File: config.mk
export PLATFORM = sky130hd
export DESIGN_NAME = tor_divsqrt
export DESIGN_NICKNAME = d
export VERILOG_FILES = /design/src/rtl/core/tor_pkg.sv /design/src/rtl/core/tor_divsqrt.sv
export SDC_FILE = /design/constraint.sdc
export NUM_CORES = 1
export LEC_CHECK = 0
export ABC_CLOCK_PERIOD_IN_PS = 12200
export BUFFER_PORTS_ARGS = -buffer_cell sky130_fd_sc_hd__buf_2
export CORE_MARGIN = 2
export CORE_UTILIZATION = 60
export CTS_BUF_LIST = sky130_fd_sc_hd__clkbuf_8 sky130_fd_sc_hd__clkbuf_16
export DETAILED_ROUTE_END_ITERATION = 8
export PLACE_DENSITY_LB_ADDON = 0.2
export SLEW_MARGIN = 30
export SYNTH_ARGS = -nofsm -noshare
export SYNTH_HDL_FRONTEND = slang
export SYNTH_SLANG_ARGS = --single-unit
File: constraint.sdc
create_clock -name clk -period 12.2 [get_ports clk]
set_input_delay 1.22 -clock clk [delete_from_list [all_inputs] [get_ports clk]]
set_output_delay 1.22 -clock clk [all_outputs]
set_load 0.005 [all_outputs]
File: src/rtl/core/tor_pkg.sv
// Package for the tube outline rasterizer: states, response struct and constants.
package tor_pkg;

    typedef enum logic [1:0] {
        CMD_CLEAR = 2'd0,
        CMD_POINT = 2'd1,
        CMD_END   = 2'd2,
        CMD_READ  = 2'd3
    } cmd_t;

    localparam logic [1:0] CFG_WIDTH  = 2'd0;
    localparam logic [1:0] CFG_HEIGHT = 2'd1;
    localparam logic [1:0] CFG_SHOW   = 2'd2;

    localparam logic [7:0] PIX_ALPHA = 8'd178;

    typedef enum logic [4:0] {
        ST_IDLE,
        ST_DISPATCH,
        ST_CLEAR,
        ST_RD_ADDR,
        ST_RD_DATA,
        ST_D2X,
        ST_D2Y,
        ST_D2S,
        ST_AA,
        ST_BB,
        ST_SQ_WAIT,
        ST_NCNT,
        ST_UX_START,
        ST_UX_WAIT,
        ST_UY_WAIT,
        ST_K,
        ST_KK,
        ST_L_WAIT,
        ST_MX,
        ST_MY,
        ST_MR,
        ST_MRR,
        ST_MOX,
        ST_MOY,
        ST_MOZ,
        ST_PLOT_P,
        ST_PLOT_A,
        ST_PLOT_B,
        ST_UPDATE,
        ST_FINISH
    } tor_state_t;

    typedef enum logic [1:0] {
        DS_IDLE,
        DS_DIV,
        DS_SQRT
    } ds_state_t;

    typedef struct packed {
        logic        done;
        logic [15:0] root;
    } ds_resp_t;

endpackage

File: src/rtl/core/tor_divsqrt.sv
// Iterative unit: integer square root of floor(num / den), one bit per cycle.
module tor_divsqrt
(
    input  logic               clk,
    input  logic               rst_n,
    input  logic               start,
    input  logic [63:0]        num,
    input  logic [31:0]        den,
    output tor_pkg::ds_resp_t  resp
);

    tor_pkg::ds_state_t st_reg, st_next;
    logic [4:0]  cnt_reg, cnt_next;
    logic        done_reg, done_next;
    logic [31:0] rem_reg, rem_next;
    logic [31:0] sh_reg, sh_next;
    logic [31:0] acc_reg, acc_next;
    logic [31:0] den_reg, den_next;
    logic [31:0] root_reg, root_next;

    logic [32:0] tmp;
    logic [32:0] diff;
    logic        ge;
    logic [31:0] bitv;
    logic [32:0] trial;
    logic        sge;

    always_ff @(posedge clk or negedge rst_n)
    begin
        if (!rst_n)
        begin
            st_reg   <= tor_pkg::DS_IDLE;
            cnt_reg  <= '0;
            done_reg <= 1'b0;
        end
        else
        begin
            st_reg   <= st_next;
            cnt_reg  <= cnt_next;
            done_reg <= done_next;
        end
    end

    always_ff @(posedge clk)
    begin
        rem_reg  <= rem_next;
        sh_reg   <= sh_next;
        acc_reg  <= acc_next;
        den_reg  <= den_next;
        root_reg <= root_next;
    end

    always_comb
    begin
        tmp   = {rem_reg, sh_reg[31]};
        diff  = tmp - {1'b0, den_reg};
        ge    = tmp >= {1'b0, den_reg};
        bitv  = 32'd1 << {cnt_reg[3:0], 1'b0};
        trial = {1'b0, root_reg} + {1'b0, bitv};
        sge   = {1'b0, acc_reg} >= trial;

        st_next   = st_reg;
        cnt_next  = cnt_reg;
        done_next = 1'b0;
        rem_next  = rem_reg;
        sh_next   = sh_reg;
        acc_next  = acc_reg;
        den_next  = den_reg;
        root_next = root_reg;

        case (st_reg)
            tor_pkg::DS_IDLE:
            begin
                if (start)
                begin
                    rem_next = num[63:32];
                    sh_next  = num[31:0];
                    den_next = den;
                    acc_next = '0;
                    cnt_next = 5'd31;
                    st_next  = tor_pkg::DS_DIV;
                end
            end
            tor_pkg::DS_DIV:
            begin
                rem_next = ge ? diff[31:0] : tmp[31:0];
                sh_next  = {sh_reg[30:0], 1'b0};
                acc_next = {acc_reg[30:0], ge};
                if (cnt_reg == 5'd0)
                begin
                    cnt_next  = 5'd15;
                    root_next = '0;
                    st_next   = tor_pkg::DS_SQRT;
                end
                else
                begin
                    cnt_next = cnt_reg - 5'd1;
                end
            end
            tor_pkg::DS_SQRT:
            begin
                if (sge)
                begin
                    acc_next  = acc_reg - trial[31:0];
                    root_next = (root_reg >> 1) + bitv;
                end
                else
                begin
                    root_next = root_reg >> 1;
                end
                if (cnt_reg == 5'd0)
                begin
                    done_next = 1'b1;
                    st_next   = tor_pkg::DS_IDLE;
                end
                else
                begin
                    cnt_next = cnt_reg - 5'd1;
                end
            end
            default:
            begin
                st_next = tor_pkg::DS_IDLE;
            end
        endcase
    end

    assign resp.done = done_reg;
    assign resp.root = root_reg[15:0];

endmodule

* Word-level counts from Yosys, hierarchy flattened
Index checks and enable logic that the tools add are counted.
Word-level totals: flip-flop bits (word level) 168, latch bits 0, bits in writable memories 0, ROM bits 0, bits of input ports 99, output and inout bits 17, memories 0
Operators by class: $add $sub $neg 5, multipliers 0, divide/modulo/power cells 0, magnitude comparators 2, equality and inequality tests 7, shift operators 1, mux-type cells 21, bitwise logic cells 0, reductions and logical operators 11
Operators by type and width (number):
- $mux 32 | 7
- $pmux 32 s2 | 3
- $pmux 32 s3 | 1
- $sub 32x32->32 | 2
- $add 32x32->33 | 1
- $ge 32x33->1 | 1
- $ge 33x32->1 | 1
- $add 31x32->32 | 1
- $shl 1x5->32 const A | 1
- $mux 5 | 3
- $pmux 5 s3 | 1
- $ne 2x2->1 const B | 5
- $reduce_and 3->1 | 3
- $mux 2 | 3
- $pmux 2 s3 | 1
- $reduce_and 2->1 | 3
- $logic_not 5->1 | 1
- $sub 5x1->5 const B | 1
- $reduce_bool 2->1 | 2
- $reduce_bool 3->1 | 1
- $eq 2x1->1 const B | 1
- $eq 2x2->1 const B | 1
- $logic_not 2->1 | 1
- $mux 1 | 2

* Longest topological paths before layout
depth after elaboration 5, depth in mapped cells 25, mapped depth without buffers 24

* Worst setup path before layout
OpenSTA, ideal clock, no wires.
path kind register to register, start point register cnt_reg[0], end point register acc_reg[0] (enable), setup time 391 ps, data arrival time 5221 ps, required time 11809 ps, slack 6588 ps, cell stages (with the launch flop) 23, buffers on the path 2, period minus slack after synthesis 5612 ps, path through dfrtp_1 > inv_1 > ha_1 > and2_1 > ha_1 > ha_1 > a21o_1 > o211ai_1 > a21oi_1 > a31o_2 > a31oi_1 > nor2_1 > o21ai_0 > xor2_1 > ha_1 > and3_1 > nand4_1 > o211a_1 > o31ai_1 > o21a_1 > buf_2 > buf_2 > o21a_1
On the way: longest elaborated chain between the ends 5
RTL lines:
- start: declaration | RTL line tor_divsqrt.sv:13 | logic [4:0] cnt_reg, cnt_next;
- start signal: assignment | RTL line tor_divsqrt.sv:39 | cnt_reg <= cnt_next;
- $shl 1x5->32 | RTL line tor_divsqrt.sv:58 | bitv = 32'd1 << {cnt_reg[3:0], 1'b0};
- $add 32x32->33 | RTL line tor_divsqrt.sv:59 | trial = {1'b0, root_reg} + {1'b0, bitv};
- $ge 32x33->1 | RTL line tor_divsqrt.sv:60 | sge = {1'b0, acc_reg} >= trial;
- $ne 2x2->1 (no line)
- $reduce_and 3->1 (no line)
- end signal: assignment | RTL line tor_divsqrt.sv:48 | acc_reg <= acc_next;
- end: declaration | RTL line tor_divsqrt.sv:17 | logic [31:0] acc_reg, acc_next;
No other way between the ends. A chain may end at the register's enable or synchronous reset.

* Worst setup path after layout
start point register cnt_reg[0], end point register acc_reg[16] (enable)
Same word-level chain as after synthesis.

==> impl_metrics.env <==
export IMPL_wl_per_cell_microns=17.21
export IMPL_track_usage_pct=25.83
export IMPL_fmax_ghz=0.1614
export IMPL_period_share_pct=50.77
export IMPL_worstPathArrival_ps=6290
export IMPL_io_buffers=115
export IMPL_drt_wl_total_mm=28.40
export IMPL_ff_latch_area_sq_um=5005
export IMPL_tns_ps=0
export IMPL_cts_made_buffers=17
export IMPL_worstMarginPinSlew_ps=830.8
export IMPL_min_period_ps=6194
export IMPL_cp_buffers_inverters=3
export IMPL_die_h_microns=148.6
export IMPL_crit_fanout=46
export IMPL_setup_viol=0
export IMPL_async_flop_share_pct=4.762
export IMPL_synthCells=1285
export IMPL_cts_resized=0
export IMPL_core_area_sq_um=20360
export IMPL_cpMostUsedCell="ha_1"
export IMPL_slew_headroom_pct=44.19
export IMPL_synth_ff_type="edfxtp_1"
export IMPL_critPathCaptureType="flip-flop"
export IMPL_hpwlAfterDp_mm=20.93
export IMPL_placed_area_sq_um=13210
export IMPL_num_vias=9923
export IMPL_antenna_found_initial=1
export IMPL_multi_input_area_sq_um=6988
export IMPL_start_util_pct=61.58
export IMPL_via_per_inst=6.014
export IMPL_yosysTopAreaCell="edfxtp_1"
export IMPL_cp_data_required_time_ps=12300
export IMPL_crit_type="flip-flop to flip-flop"
export IMPL_synth_compound_area_share_pct=18.17
export IMPL_cts_htree_levels=4
export IMPL_synthTopCellsByArea="edfxtp_1, ha_1, xor2_1"
export IMPL_ant_nets=0
export IMPL_clock_path_buffers=2
export IMPL_grt_pass1_vias=9187
export IMPL_drive_above_1_share_pct=15.01
export IMPL_yosys_mux_area_fraction_pct=5.448
export IMPL_avgSynthCellArea_sq_um=9.758
export IMPL_synth_top_family_by_area="compound AO/OA/AOI/OAI gates"
export IMPL_slew_violations=0
export IMPL_ctsHoldBuffers=0
export IMPL_grt_pass1_wl_mm=45.60
export IMPL_status="complete, no violations"
export IMPL_cts_tree="built"
export IMPL_gp_congestion=0.9105
export IMPL_ys_types=71
export IMPL_pre_cts_slack_ps=6039
export IMPL_setup_worst_path_start="cnt_reg[0]"
export IMPL_synth_warnings=0
export IMPL_critPathMaxStageDelay_ps=560
export IMPL_netlist_area_sq_um=12540
export IMPL_hp_start="cnt_reg[4]"
export IMPL_synth_seq_cells=168
export IMPL_synth_adder_area_share_pct=10.80
export IMPL_final_area_sq_um=13850
export IMPL_grt_ovfl_total=0
export IMPL_crit_chain="inv_1 -> ha_1 -> and2_1 -> ha_1 -> ha_1 -> a21o_1 -> o211ai_1 -> a21oi_1 -> a31o_2 -> a31oi_1 -> nor2_1 -> o21ai_0 -> xor2_1 -> ha_1 -> and3_1 -> nand4_1 -> o211a_1 -> o31ai_1 -> o21a_1 -> buf_4 -> o21a_1 -> buf_4"
export IMPL_r2r_start="cnt_reg[0]"
export IMPL_root_buffer="clkbuf_16"
export IMPL_syn_to_final_growth_pct=10.49
export IMPL_rsz0062_at_grt="no"
export IMPL_post_cts_buffers=0
export IMPL_cap_viol_max_count=0
export IMPL_cts_sinks=168
export IMPL_die_area_sq_um=22070
export IMPL_drt_iter0_drc=852
export IMPL_die_w_microns=148.6
export IMPL_ios=116
export IMPL_fp_row_count=52
export IMPL_synth_top_area_share_pct=38.32
export IMPL_power_total_uw=4034
export IMPL_route_detailed_drc=0
export IMPL_report_final_hold_viol_count=0
export IMPL_cp_slowest_cell="o31ai_1"
export IMPL_dr_pass1_iters=4
export IMPL_clkSlewWorstSetupHoldPaths_ps=70
export IMPL_synth_simple_area_share_pct=13.16
export IMPL_seq_area_frac_synth_pct=39.91
export IMPL_leakage_uw=0.005765
export IMPL_synth_edff_count=160
export IMPL_p_per_area_nw_per_um2=291.2
export IMPL_nNetsFinal=1572
export IMPL_synth_xor_area_share_pct=7.962
export IMPL_worstSetupStartpointType="flip-flop"
export IMPL_insertion_delay_ps=440
export IMPL_grt_max_degree=65
export IMPL_syn_num_nets=1491
export IMPL_finalWorstSetupSlack_ps=6006
export IMPL_num_fill_cells=1571
export IMPL_vdd_drop_max_mv=0.1526
export IMPL_synth_common_cells="edfxtp_1, nor2_1, ha_1"
export IMPL_synth_most_common_cell="edfxtp_1"
export IMPL_fin_worst_skew_ps=16.21
export IMPL_critPathTopFamily="compound AO/OA/AOI/OAI gates"
export IMPL_hold_path_class="flip-flop to flip-flop"
-- placed cells by master, fill, tap and decap left out, drive strengths merged, types with 30 or more instances in the layout --
| cell type | n |
|---|---|
| a21o | 32 |
| a21oi | 100 |
| buf | 126 |
| edfxtp | 160 |
| ha | 105 |
| inv | 67 |
| mux2 | 34 |
| mux2i | 30 |
| nand2 | 93 |
| nor2 | 124 |
| nor2b | 32 |
| o21ai | 82 |
| xnor2 | 51 |
| xor2 | 63 |
-- where the power goes --
part / switching, uW / internal (uW) / total [uW]
clock: 273 / 280 / 554
sequential: 174 / 962 / 1140
combinational: 1350 / 992 / 2340
total: 1800 / 2230 / 4030
-- layer usage --
metal	vias to the layer above	track usage [%]	part of all wire [%]
met5	-	0	0
met2	341	38.66	44
met3	30	3.681	6.4
met1	4655	39.42	48
met4	0	6.857	1.4
li1	4897	-	-
-- per-stage QoR --
| step | hold WS (ps) | util, % | cells |
|---|---|---|---|
| 6_report | 542.3 | 68.03 | 1650 |
| 5_1_grt | 564.8 | 68.03 | 1650 |
| 4_1_cts | 545.1 | 67.89 | 1648 |
| 3_5_place_dp | 514.7 | 64.87 | 1616 |
| 3_3_place_gp | 525.6 | 64.79 | 1615 |
| 2_1_floorplan | 496.6 | - | 1285 |
-- path summary, 6_finish.rpt --
kind / end / slack (ps) / cells past startpoint
hold / removal: cnt_reg[4] / 540 / 1
hold reg to reg: cnt_reg[4] / 540 / 1
max in group asynchronous: cnt_reg[1] / 11410 / 1
setup / recovery: acc_reg[16] / 6010 / 22
min in group asynchronous: cnt_reg[3] / 610 / 1
setup reg to reg: acc_reg[16] / 6010 / 22
-- area by class of cell --
type	count	share of cell area [%]
Sequential cell	168	36.12
Inverter	59	1.598
Clock buffer	17	3.071
Clock inverter	15	1.364
Antenna cell	1	0.01806
Multi-Input combinational cell	994	50.44
Timing Repair Buffer	126	4.949
Tap cell	270	2.438
-- logic make-up after synthesis --
logic type      count (synthesis)
mux                            64
simple gates                  354
xor+xnor                      114
buf+inv                       123
flops                         168
fa+ha+maj                     107
compound gates                355
(Power assumes the default switching activity.)
